**src/hw/rtl/pur_pkg.sv**
```systemverilog
// Shared types and constants of the polyline uniform resampler.
package pur_pkg;

    localparam int COORD_W    = 32;
    localparam int DIFF_W     = 33;
    localparam int LEN_W      = 33;
    localparam int CD_W       = 34;
    localparam int SPC_W      = 31;
    localparam int TOL_W      = 16;
    localparam int CFG_DATA_W = 32;
    localparam int PROD_W     = 66;
    localparam int SQ_REM_W   = 35;
    localparam int CNT_W      = 6;
    localparam int PTS_W      = 6;

    typedef enum logic [0:0] {
        REG_SPACING   = 1'b0,
        REG_TOLERANCE = 1'b1
    } t_reg_idx;

    typedef enum logic [3:0] {
        ST_IDLE,
        ST_FIRST,
        ST_SQX,
        ST_SQY,
        ST_SQRT,
        ST_LEN,
        ST_DIVK,
        ST_CNT,
        ST_PNT,
        ST_RDIV,
        ST_MULX,
        ST_MULY,
        ST_EMIT,
        ST_END
    } t_state;

    typedef struct packed {
        logic signed [COORD_W-1:0] x;
        logic signed [COORD_W-1:0] y;
        logic                      eop;
        logic                      first;
    } t_item;

    typedef struct packed {
        logic  valid;
        t_item item;
    } t_q2b;

    typedef struct packed {
        logic [SPC_W-1:0] spacing;
        logic [TOL_W-1:0] tolerance;
    } t_cfg;

endpackage

```
**src/hw/rtl/pur_in_if.sv**
```systemverilog
// Vertex input channel.
interface pur_in_if;
    logic                             valid;
    logic                             ready;
    logic signed [pur_pkg::COORD_W-1:0] point_x;
    logic signed [pur_pkg::COORD_W-1:0] point_y;
    logic                             end_of_path;

    modport source (output valid, output point_x, output point_y, output end_of_path,
                    input ready);
    modport sink (input valid, input point_x, input point_y, input end_of_path,
                  output ready);
endinterface

```
**src/hw/rtl/pur_front.sv**
```systemverilog
// Front end: accepts vertices, marks the first vertex of a path, queues them.
module pur_front (
    input  logic           i_clk,
    input  logic           i_rst_n,
    pur_in_if.sink         i_in,
    output pur_pkg::t_q2b  o_head,
    input  logic           i_pop
);
    import pur_pkg::*;

    t_item      r_mem [2];
    logic       r_wp;
    logic       r_rp;
    logic [1:0] r_cnt;
    logic       r_inside;
    logic       push;

    assign i_in.ready   = (r_cnt != 2'd2);
    assign push         = i_in.valid && i_in.ready;
    assign o_head.valid = (r_cnt != 2'd0);
    assign o_head.item  = r_mem[r_rp];

    always_ff @(posedge i_clk) begin
        if (!i_rst_n) begin
            r_wp     <= 1'b0;
            r_rp     <= 1'b0;
            r_cnt    <= 2'd0;
            r_inside <= 1'b0;
        end else begin
            if (push) begin
                r_mem[r_wp] <= '{x: i_in.point_x, y: i_in.point_y,
                                 eop: i_in.end_of_path, first: !r_inside};
                r_wp        <= !r_wp;
                r_inside    <= !i_in.end_of_path;
            end
            if (i_pop) begin
                r_rp <= !r_rp;
            end
            r_cnt <= r_cnt + 2'(push) - 2'(i_pop);
        end
    end

endmodule

```
**src/flat_wrapper.sv**
```systemverilog
// flat-port wrapper written by rule: the top's interface ports become plain ports
module pur_front_flat import pur_pkg::*;
  (i_clk, i_rst_n, o_head, i_pop, i_in_valid, i_in_point_x, i_in_point_y, i_in_end_of_path, i_in_ready);
  pur_in_if i_in_i ();
  input  logic i_clk;
  input  logic i_rst_n;
  output pur_pkg::t_q2b o_head;
  input  logic i_pop;
  input wire logic [$bits(i_in_i.valid)-1:0] i_in_valid;
  input wire logic [$bits(i_in_i.point_x)-1:0] i_in_point_x;
  input wire logic [$bits(i_in_i.point_y)-1:0] i_in_point_y;
  input wire logic [$bits(i_in_i.end_of_path)-1:0] i_in_end_of_path;
  output wire logic [$bits(i_in_i.ready)-1:0] i_in_ready;
  assign i_in_i.valid = i_in_valid;
  assign i_in_i.point_x = i_in_point_x;
  assign i_in_i.point_y = i_in_point_y;
  assign i_in_i.end_of_path = i_in_end_of_path;
  assign i_in_ready = i_in_i.ready;
  pur_front u_core (.i_clk(i_clk), .i_rst_n(i_rst_n), .i_in(i_in_i), .o_head(o_head), .i_pop(i_pop));
endmodule
```
**config.mk**
```make
export PLATFORM = sky130hd
export DESIGN_NAME = pur_front_flat
export DESIGN_NICKNAME = d
export VERILOG_FILES = /design/src/hw/rtl/pur_pkg.sv /design/src/hw/rtl/pur_in_if.sv /design/src/hw/rtl/pur_front.sv /design/src/flat_wrapper.sv
export SDC_FILE = /design/constraint.sdc
export NUM_CORES = 1
export LEC_CHECK = 0
export BUFFER_PORTS_ARGS = -buffer_cell sky130_fd_sc_hd__buf_4
export CAP_MARGIN = 10
export CELL_PAD_IN_SITES_DETAIL_PLACEMENT = 0
export CELL_PAD_IN_SITES_GLOBAL_PLACEMENT = 1
export CORE_ASPECT_RATIO = 1.1
export CORE_MARGIN = 4
export CORE_UTILIZATION = 44
export DETAILED_ROUTE_END_ITERATION = 8
export PLACE_DENSITY = 0.88
export SYNTH_ARGS = -nofsm -noshare
export SYNTH_HDL_FRONTEND = slang
export SYNTH_SLANG_ARGS = --single-unit
```
**constraint.sdc**
```tcl
create_clock -name i_clk -period 5.05 [get_ports i_clk]
set_input_delay 1.01 -clock i_clk [delete_from_list [all_inputs] [get_ports i_clk]]
set_output_delay 1.01 -clock i_clk [all_outputs]
set_load 0.01 [all_outputs]
```
After elaboration in Yosys (flattened, before gate mapping). Memory sizes are Yosys's and may differ from the RTL's. A register that Yosys moved wholly into a read port is not among the register bits. Cells that the tools add are included.

Register bits after elaboration: 5. Bits in writable memories: 132. Word-level logic and storage cells: 19. Memories kept: 1.

Memory list: u_core.r_mem (words 2, width 66, read ports 1, clocked after memory_dff 1, write ports 1, line pur_front.sv:11) `t_item r_mem [2];`.

$add $sub $neg: 2. Equality and inequality tests: 1. Multiplexer cells: 5. Reduce and logical (&&, ||, !) cells: 6.

Operator list (number): two-way mux 1 bit (5); logical NOT 1 bit (4); adder 2 x 1 -> 2 bit (1); inequality test 2 bit (second input constant) (1); nonzero test 2 bit (1); subtractor 2 x 1 -> 2 bit (1); logical AND 1 bit (1).

Logic depth before layout (Yosys ltp). Gate-level depths: netlist (run 1).

Word-level depth: 5. Mapped depth: 7.

Least setup slack after synthesis (run 1). Ideal clock, no wire load.

Path kind: input to register. From: in i_in_valid. To: mem u_core.r_mem[0][0] (netlist bit) (enable). Setup time: 0.490 ns. Arrival: 3.860 ns. Data required time: 4.560 ns. Setup slack: 0.700 ns. Stages on the path: 2. Buffers on the path: 0. Cell sequence: nand3_1 nor2_1.

Cells in the longest elaborated chain, start to end: 4.

RTL lines: start, declared (line flat_wrapper.sv:9) `input wire logic [$bits(i_in_i.valid)-1:0] i_in_valid;`; logical AND 1 bit (line pur_front.sv:19) `assign push = i_in.valid && i_in.ready;`; two-way mux 1 bit (line pur_front.sv:30) `if (push) begin`; two-way mux 1 bit (line pur_front.sv:24) `if (!i_rst_n) begin`; two-way mux 1 bit (not written as such) (line pur_front.sv:31) `r_mem[r_wp] <= '{x: i_in.point_x, y: i_in.point_y,`; end, declared (line pur_front.sv:11).

Every way passes these cells.

==> impl_metrics.env, run 1 <==
export IMPL_outcome="finished, final reports clean"
export IMPL_portBuffers=136
export IMPL_htreeDepth=4
export IMPL_wire_per_inst_microns=16.5
export IMPL_fp_dieW_microns=112
export IMPL_vias=2592
export IMPL_worstPathCellList="mux2_2 -> buf_4"
export IMPL_mappedNetlistArea_sq_mm=0.00519
export IMPL_drv_slew=0
export IMPL_largest_driver_fanout_on_the_critical_path=66
export IMPL_finalWirelength_microns=9030
export IMPL_final_critical_path_setup_slack_ns=1.95
export IMPL_gp_routability_congestion=0.707
export IMPL_antennaDiodeCount=0
export IMPL_place_ws_ns=2.19
export IMPL_drv_max_cap_violation_count=0
export IMPL_fin_crit_ns=3.10
export IMPL_fmaxAchievable_ghz=0.323
export IMPL_number_of_nets_at_the_end_of_the_flow=455
export IMPL_p_comb_frac=0.139
export IMPL_floorplan_rows=41
export IMPL_drtAntennaViolNets=0
export IMPL_final_setup_viol_count=0
export IMPL_seq_power_share=0.462
export IMPL_num_io_pins=137
export IMPL_yosys_warnings=0
export IMPL_drive_gt1_frac=0.597
export IMPL_number_of_synthesized_register_bits=138
export IMPL_crit_required_ns=4.04
export IMPL_post_route_worst_hold_slack_ns=0.488
export IMPL_clock_share_of_power=0.399
export IMPL_cp_buffers_inverters=1
export IMPL_timing_hold_violations_final=0
export IMPL_power_density_mw_per_mm2=444
export IMPL_grt_pass1_wl_microns=13700
export IMPL_tritoncts="yes"
export IMPL_post_synth_cell_area_avg_sq_um=22.2
export IMPL_synth_yosys_seq_area_share=0.786
export IMPL_grt_start_max_net_pins=67
export IMPL_maxSlewHeadroom=0.274
export IMPL_timing_hold_worst_class="register to register"
export IMPL_clk_pin_slew_ns=0.05
export IMPL_finClkSkew_ns=0.00566
export IMPL_final_seq_area_sq_mm=0.00409
export IMPL_power_leakage_nw=2.69
export IMPL_reg2reg_depth=4
export IMPL_detail_route_first_pass_iterations=4
export IMPL_multiInputGateArea_sq_mm=0.00104
export IMPL_instances_no_fill=547
export IMPL_die_h_microns=122
export IMPL_area_growth_pct=34.2
export IMPL_cts_hold_repair_buffers=0
export IMPL_grt_overflow_total=0
export IMPL_post_route_period_util=0.614
export IMPL_remaining_drcs=0
export IMPL_worstMarginPinSlew_ns=1.09
export IMPL_swShare=0.212
export IMPL_worst_path_stages=2
export IMPL_clock_path_buffers=2
export IMPL_ys_top_cells_by_area="sky130_fd_sc_hd__edfxtp_1 (76%), sky130_fd_sc_hd__mux2_4 (12%), sky130_fd_sc_hd__mux2_2 (5.6%)"
export IMPL_cts_root_buf="sky130_fd_sc_hd__clkbuf_16"
export IMPL_timing_critical_path_to_type="primary output"
export IMPL_worstSkewPairLatency_ns=0.41
export IMPL_mostFrequentLayoutCell="sky130_fd_sc_hd__buf_4"
export IMPL_fraction_of_post_synthesis_cell_area_in_the_top_cell_type_by_area=0.763
export IMPL_vias_per_cell=4.74
export IMPL_critical_path_arrival_ns=2.09
export IMPL_die_area_sq_mm=0.0136
export IMPL_antenna_found_initial=0
export IMPL_critical_path_slowest_cell="sky130_fd_sc_hd__dfxtp_4"
export IMPL_postSynthCellCount=234
export IMPL_ctsResizeCount=0
export IMPL_syn_nets=305
export IMPL_place_inst=515
export IMPL_start_util=0.452
export IMPL_worst_path_dominant_cell_family="flip-flops"
export IMPL_finalInstanceArea_sq_mm=0.00697
export IMPL_cts_inserted_buffers=17
export IMPL_num_fill_cells=860
export IMPL_whs_path_depth=1
export IMPL_tritoncts_num_sinks=138
export IMPL_worst_path_largest_cell_delay_ns=1.08
export IMPL_synth_cell_types=21
export IMPL_placeableCoreArea_sq_mm=0.0115
export IMPL_maximum_ir_drop_on_the_vdd_rail_mv=0.276
export IMPL_worstSetupStartpointType="register"
export IMPL_hpwlAfterDp_microns=5940
export IMPL_timing_setup_critical_path_class="register to primary output"
export IMPL_p_int_mw=2.44
export IMPL_detailedRoute_firstIterationViolations=154
export IMPL_rsz0062_at_grt="false"
export IMPL_grt_pass1_vias=2671
export IMPL_grt_usage=0.135
export IMPL_placedInstanceArea_sq_mm=0.00637
export IMPL_fin_tns_setup_ns=0
export IMPL_synth_largest_area_cell="sky130_fd_sc_hd__edfxtp_1"
export IMPL_final_cell_mix="sky130_fd_sc_hd__buf_4 (138), sky130_fd_sc_hd__edfxtp_1 (132), sky130_fd_sc_hd__mux2_4 (40)"
export IMPL_cts_setup_buffers=0
export IMPL_netSwitchingPower_uw=656
[layout make-up]
type / count / area share
sequential: 138 / 0.587
multi-input combinational: 85 / 0.149
timing repair buffer: 138 / 0.149
clock buffer: 25 / 0.0697
tap: 150 / 0.0269
clock inverter: 7 / 0.0167
inverter: 4 / 0.00215
[cells by family after synthesis]
logic type,share of synthesized area
flops,0.786
xor+xnor,0.00506
simple gates,0.0125
fa+ha+maj,0.00482
buf+inv,0.0157
mux,0.172
compound gates,0.00361
[cell usage after synthesis, drive strengths merged]
master	number
nand2b	1
xnor2	2
inv	4
edfxtp	132
dfxtp	6
mux2	66
and3	1
nand3	1
buf	7
nor2	4
a211oi	1
a21oi	1
and2	2
nand2	1
or2	1
ha	2
xor2	1
o22ai	1
[sequential cells by signal (all words and copies together) (netlist names), named ones only]
name             cells
u_core.r_inside      1
u_core.r_rp          1
u_core.r_cnt         2
u_core.r_wp          1
u_core.r_mem       132
[per-stage QoR]
stage / power, mW / utilization
2_1_floorplan: 1.68 / -
3_3_place_gp: 1.88 / 0.554
3_5_place_dp: 1.89 / 0.554
4_1_cts: 3.13 / 0.606
5_1_grt: 3.23 / 0.606
6_report: 3.09 / 0.606
[metal layers]
metal | wire (microns) | part of all wire | vias to the layer above | track usage
li1 | - | - | 1221 | -
met1 | 3420 | 0.38 | 1267 | 0.149
met2 | 4760 | 0.53 | 93 | 0.224
met3 | 745 | 0.083 | 11 | 0.0656
met4 | 97 | 0.011 | 0 | 0.0548
met5 | 0 | 0 | - | 0
[worst paths after layout]
check	to	slack [ns]	start
worst min register to register	u_core.r_mem[1][0]	0.49	u_core.r_inside
worst max-delay path	o_head[24]	1.95	register
worst min-delay path	u_core.r_mem[1][0]	0.49	u_core.r_inside
worst max register to register	u_core.r_mem[0][16]	2.88	u_core.r_cnt[0]
[worst reg2reg max path: stages, from the launching register on]
cell                       delay (ns)
sky130_fd_sc_hd__dfxtp_1         0.34
sky130_fd_sc_hd__nand2b_4        0.14
sky130_fd_sc_hd__nand3_1         0.14
sky130_fd_sc_hd__nor2_4          0.83
sky130_fd_sc_hd__buf_4           0.40
[power groups by stage]
stage	sequential (mW)	combinational (mW)	clock, mW
3_3_place_gp	1.45	0.430	0
5_1_grt	1.44	0.466	1.32
6_report	1.43	0.429	1.24
4_1_cts	1.43	0.439	1.26
3_5_place_dp	1.45	0.438	0
2_1_floorplan	1.42	0.256	0
Power figures use the tool's default switching activity.
==> run 2: changes to the inputs <==
Settings changed: ABC_AREA set to 1.
Clock period 5.05 ns to 3.15 ns, I/O delays scaled along.
==> impl_metrics.env, run 2 <==
export IMPL_worstSkewPairLatency_ns=0.40
export IMPL_tritoncts="yes"
export IMPL_holdCritStartpoint="i_in_point_y[20]"
export IMPL_clk_pin_slew_ns=0.06
export IMPL_wire_per_inst_microns=16.6
export IMPL_instances_no_fill=563
export IMPL_finClkSkew_ns=0.00625
export IMPL_outcome="finished, final reports clean"
export IMPL_rsz0062_at_grt="false"
export IMPL_ctsResizeCount=0
export IMPL_grt_start_max_net_pins=40
export IMPL_postSynthCellCount=247
export IMPL_drv_slew=0
export IMPL_worstSetupStartpointType="register"
export IMPL_drive_gt1_frac=0.574
export IMPL_finalWirelength_microns=9350
export IMPL_number_of_synthesized_register_bits=138
export IMPL_drtAntennaViolNets=0
export IMPL_start_util=0.451
export IMPL_power_leakage_nw=2.75
export IMPL_gp_routability_congestion=0.678
export IMPL_die_area_sq_mm=0.0136
export IMPL_area_growth_pct=35.4
export IMPL_drv_max_cap_violation_count=0
export IMPL_biggestRegsByFlops="u_core.r_mem x132, u_core.r_cnt x2"
export IMPL_ys_top_cells_by_area="sky130_fd_sc_hd__edfxtp_1 (76%), sky130_fd_sc_hd__mux2_4 (12%), sky130_fd_sc_hd__mux2_2 (5.6%)"
export IMPL_timing_critical_path_to_type="primary output"
export IMPL_fp_dieW_microns=112
export IMPL_mappedNetlistArea_sq_mm=0.00520
export IMPL_timing_hold_violations_final=0
export IMPL_synth_cell_types=13
export IMPL_num_io_pins=137
export IMPL_fmaxAchievable_ghz=0.389
export IMPL_synth_async_sr_flop_share=0
export IMPL_vias_per_cell=4.68
export IMPL_grt_overflow_total=0
export IMPL_worstPathCellList="buf_12 -> mux2_2 -> buf_4"
export IMPL_largest_driver_fanout_on_the_critical_path=39
export IMPL_critical_path_arrival_ns=1.94
export IMPL_post_route_period_util=0.817
export IMPL_yosys_warnings=0
export IMPL_place_inst=531
export IMPL_synth_yosys_seq_area_share=0.785
export IMPL_registers_top_by_ff_count="u_core.r_mem"
export IMPL_hpwlAfterDp_microns=6310
export IMPL_mostFrequentLayoutCell="sky130_fd_sc_hd__buf_4"
export IMPL_cts_hold_repair_buffers=0
export IMPL_maximum_ir_drop_on_the_vdd_rail_mv=0.361
export IMPL_detail_route_first_pass_iterations=4
export IMPL_fraction_of_post_synthesis_cell_area_in_the_top_cell_type_by_area=0.762
export IMPL_final_setup_viol_count=0
export IMPL_portBuffers=136
export IMPL_grt_pass1_vias=2835
export IMPL_timing_hold_worst_class="input port to register"
export IMPL_placeableCoreArea_sq_mm=0.0115
export IMPL_postLayoutCoreUtil=0.610
export IMPL_synth_ff_type="sky130_fd_sc_hd__edfxtp_1"
export IMPL_final_cell_mix="sky130_fd_sc_hd__buf_4 (140), sky130_fd_sc_hd__edfxtp_1 (132), sky130_fd_sc_hd__mux2_4 (40)"
export IMPL_fin_crit_ns=2.57
export IMPL_crit_required_ns=2.52
export IMPL_worstMarginPinSlew_ns=0.514
export IMPL_detailedRoute_firstIterationViolations=80
export IMPL_number_of_nets_at_the_end_of_the_flow=471
export IMPL_die_h_microns=122
export IMPL_clock_path_buffers=2
export IMPL_cts_setup_buffers=0
export IMPL_power_density_mw_per_mm2=681
export IMPL_synth_edff_count=132
export IMPL_antenna_found_initial=0
export IMPL_synth_largest_area_cell="sky130_fd_sc_hd__edfxtp_1"
export IMPL_syn_nets=318
export IMPL_post_synth_cell_area_avg_sq_um=21.1
export IMPL_vias=2635
export IMPL_antennaDiodeCount=0
export IMPL_grt_usage=0.141
export IMPL_r2r_start="u_core.r_cnt[0]"
export IMPL_cts_inserted_buffers=17
export IMPL_tritoncts_num_sinks=138
export IMPL_post_route_worst_hold_slack_ns=0.409
export IMPL_remaining_drcs=0
export IMPL_cts_root_buf="sky130_fd_sc_hd__clkbuf_16"
export IMPL_critical_path_slowest_cell="sky130_fd_sc_hd__dfxtp_4"
export IMPL_grt_pass1_wl_microns=14400
export IMPL_largest_register_ff_count=132
export IMPL_timing_setup_critical_path_class="register to primary output"
export IMPL_fin_tns_setup_ns=0
export IMPL_worst_path_largest_cell_delay_ns=0.63
export IMPL_floorplan_rows=41
export IMPL_htreeDepth=4
export IMPL_most_repeated_cell_in_the_gate_level_netlist_after_synthesis="sky130_fd_sc_hd__edfxtp_1"
export IMPL_num_fill_cells=851
export IMPL_maxSlewHeadroom=0.657
export IMPL_yosys_top_cells_count="sky130_fd_sc_hd__edfxtp_1 (132), sky130_fd_sc_hd__mux2_4 (40), sky130_fd_sc_hd__mux2_2 (26)"
run 2: cell count changes after synthesis, moves of 2 or more:
| cell | previous run | this run |
|---|---|---|
| sky130_fd_sc_hd__xnor2_1 | 2 | 0 |
| sky130_fd_sc_hd__nor2_1 | 4 | 7 |
| sky130_fd_sc_hd__nand2_1 | 1 | 13 |
| sky130_fd_sc_hd__inv_1 | 4 | 9 |
run 2: final cells by class:
class,instances,area [sq um],area share
tap,150,188,0.0266
clock buffer,18,429,0.0609
inverter,9,33.8,0.00479
multi-input combinational,93,1030,0.147
timing repair buffer,141,1070,0.152
sequential,138,4090,0.580
clock inverter,14,203,0.0288
run 2: worst paths after layout:
check	end	slack, ns	cells past startpoint
worst max-delay path	o_head[3]	0.58	3
worst min-delay path	u_core.r_mem[0][22]	0.41	1
worst max register to register	u_core.r_mem[1][42]	1.50	5
worst min register to register	u_core.r_mem[0][0]	0.49	1
run 2: routing by layer:
| layer | vias up | share of wire | track usage |
|---|---|---|---|
| met5 | - | 0 | 0 |
| met1 | 1283 | 0.38 | 0.153 |
| li1 | 1252 | - | - |
| met2 | 91 | 0.53 | 0.241 |
| met4 | 0 | 0.015 | 0.0555 |
| met3 | 9 | 0.077 | 0.0621 |
run 2: power breakdown:
part	switching (mW)	internal (mW)	leakage, nW	total, mW
logic	0.239	0.286	1.20	0.525
clock network	0.700	1.39	0.300	2.09
registers	0.0379	2.14	1.26	2.18
total	0.977	3.82	2.75	4.80
run 2: cells by family after synthesis:
group,after synthesis,synth area share
buffers and inverters,16,0.0192
multiplexers,66,0.172
adder cells (fa/ha/maj),2,0.00481
AO/OA/AOI/OAI,3,0.00289
AND/OR/NAND/NOR,22,0.0164
flip-flops,138,0.785
run 2: per-stage QoR:
step / cell area [sq um] / power (mW) / setup WS [ns]
after floorplan: 5200 / 2.49 / -0.840
after global placement: 6410 / 2.73 / 1.01
after detailed placement: 6410 / 2.75 / 0.980
after CTS: 7050 / 4.85 / 0.536
after global routing: 7050 / 4.98 / 0.484
final: 7050 / 4.80 / 0.578
run 2: worst max-delay path, delay by kind of cell (launching register included):
family | cells | cell delay [ns]
buffers and inverters | 2 | 0.46
muxes | 1 | 0.39
DFF | 1 | 0.63
==> run 3: changes to the inputs <==
Settings changed: ABC_AREA 1 to 0.
Clock period 3.15 ns to 2.4 ns, I/O delays scaled along.
==> impl_metrics.env, run 3 (synthesis gave the netlist of run 1 again) <==
export IMPL_cpMostUsedCell="sky130_fd_sc_hd__buf_4"
export IMPL_drtAntennaViolNets=0
export IMPL_cts_root_buf="sky130_fd_sc_hd__clkbuf_16"
export IMPL_place_ws_ns=0.627
export IMPL_die_area_sq_mm=0.0136
export IMPL_grt_pass1_vias=2838
export IMPL_fmaxAchievable_ghz=0.455
export IMPL_timing_setup_critical_path_class="register to primary output"
export IMPL_finalInstanceArea_sq_mm=0.00711
export IMPL_registers_top_by_ff_count="u_core.r_mem"
export IMPL_wire_per_inst_microns=16.9
export IMPL_finalWirelength_microns=9290
export IMPL_drive_gt1_frac=0.608
export IMPL_grt_usage=0.139
export IMPL_remaining_drcs=0
export IMPL_grt_overflow_total=0
export IMPL_drv_slew=0
export IMPL_post_route_period_util=0.915
export IMPL_timing_critical_path_to_type="primary output"
export IMPL_hpwlAfterDp_microns=6300
export IMPL_drv_max_cap_violation_count=0
export IMPL_antennaDiodeCount=0
export IMPL_cts_setup_buffers=0
export IMPL_num_fill_cells=855
export IMPL_number_of_nets_at_the_end_of_the_flow=459
export IMPL_worstSkewPairLatency_ns=0.41
export IMPL_timing_hold_worst_class="input port to register"
export IMPL_final_cell_mix="sky130_fd_sc_hd__buf_4 (140), sky130_fd_sc_hd__edfxtp_1 (132), sky130_fd_sc_hd__mux2_4 (40)"
export IMPL_finClkSkew_ns=0.0116
export IMPL_clk_pin_slew_ns=0.06
export IMPL_final_critical_path_setup_slack_ns=0.204
export IMPL_power_density_mw_per_mm2=976
export IMPL_fp_dieW_microns=112
export IMPL_grt_start_max_net_pins=38
export IMPL_die_h_microns=122
export IMPL_final_seq_area_sq_mm=0.00409
export IMPL_vias=2623
export IMPL_cts_inserted_buffers=17
export IMPL_timing_hold_violations_final=0
export IMPL_num_io_pins=137
export IMPL_detail_route_first_pass_iterations=4
export IMPL_ctsResizeCount=0
export IMPL_multiInputGateArea_sq_mm=0.00104
export IMPL_rsz0062_at_grt="false"
export IMPL_mostFrequentLayoutCell="sky130_fd_sc_hd__buf_4"
export IMPL_worstMarginPinSlew_ns=0.493
export IMPL_critical_path_slowest_cell="sky130_fd_sc_hd__mux2_2"
export IMPL_maximum_ir_drop_on_the_vdd_rail_mv=0.452
export IMPL_critical_path_arrival_ns=1.72
export IMPL_portBuffers=136
export IMPL_detailedRoute_firstIterationViolations=125
export IMPL_clock_path_buffers=2
export IMPL_cts_hold_repair_buffers=0
export IMPL_gp_routability_congestion=0.702
export IMPL_area_growth_pct=37.0
export IMPL_postLayoutCoreUtil=0.619
export IMPL_worstSetupStartpointType="register"
export IMPL_largest_driver_fanout_on_the_critical_path=30
export IMPL_placedInstanceArea_sq_mm=0.00642
export IMPL_fin_tns_setup_ns=0
export IMPL_fin_crit_ns=2.20
export IMPL_floorplan_rows=41
export IMPL_largest_register_ff_count=132
export IMPL_antenna_found_initial=0
export IMPL_worst_path_largest_cell_delay_ns=0.40
export IMPL_vias_per_cell=4.76
export IMPL_final_setup_viol_count=0
export IMPL_htreeDepth=4
export IMPL_power_mw=6.94
export IMPL_biggestRegsByFlops="u_core.r_mem x132, u_core.r_cnt x2"
export IMPL_grt_pass1_wl_microns=14200
export IMPL_tritoncts_num_sinks=138
export IMPL_tritoncts="yes"
export IMPL_start_util=0.452
export IMPL_placeableCoreArea_sq_mm=0.0115
export IMPL_power_leakage_nw=2.76
export IMPL_crit_required_ns=1.92
export IMPL_maxSlewHeadroom=0.672
export IMPL_outcome="finished, final reports clean"
export IMPL_worstPathCellList="buf_4 -> mux2_2 -> buf_4"
## run 3: final cells by class
type,instances,share of cell area
Clock inverter,12,0.0345
Sequential cell,138,0.575
Inverter,4,0.00211
Clock buffer,20,0.0628
Tap cell,150,0.0264
Multi-Input combinational cell,85,0.146
Timing Repair Buffer,142,0.153
## run 3: report_power, final
part	leakage, nW	internal, mW	switching (mW)
combinational	1.17	0.535	0.433
clock	0.334	2.08	0.939
sequential	1.26	2.89	0.0651
## run 3: per-stage QoR
stage	hold WS [ns]	cells
floorplan	0.443	234
global placement	0.458	519
detailed placement	0.470	519
CTS	0.233	551
global route	0.226	551
finish	0.252	551
## run 3: routing by layer
layer  global-route usage  share of wire  vias up
met1                0.154           0.39     1289
met2                0.241           0.54      101
met4               0.0593         0.0081        0
met3               0.0551          0.063       10
met5                    0              0        -
li1                     -              -     1223
## run 3: final timing paths
path                   start                   to  slack [ns]  cells after the start
max                 register           o_head[18]        0.20                      3
min          i_in_point_y[6]   u_core.r_mem[1][8]        0.25                      1
max reg2reg  u_core.r_cnt[0]  u_core.r_mem[1][41]        0.79                      4
min reg2reg  u_core.r_inside   u_core.r_mem[1][0]        0.48                      1
## run 3: worst max-delay path, delay by kind of cell (launching register included)
family | cells | cell delay [ns]
muxes | 1 | 0.40
buffers and inverters | 2 | 0.53
DFF | 1 | 0.36
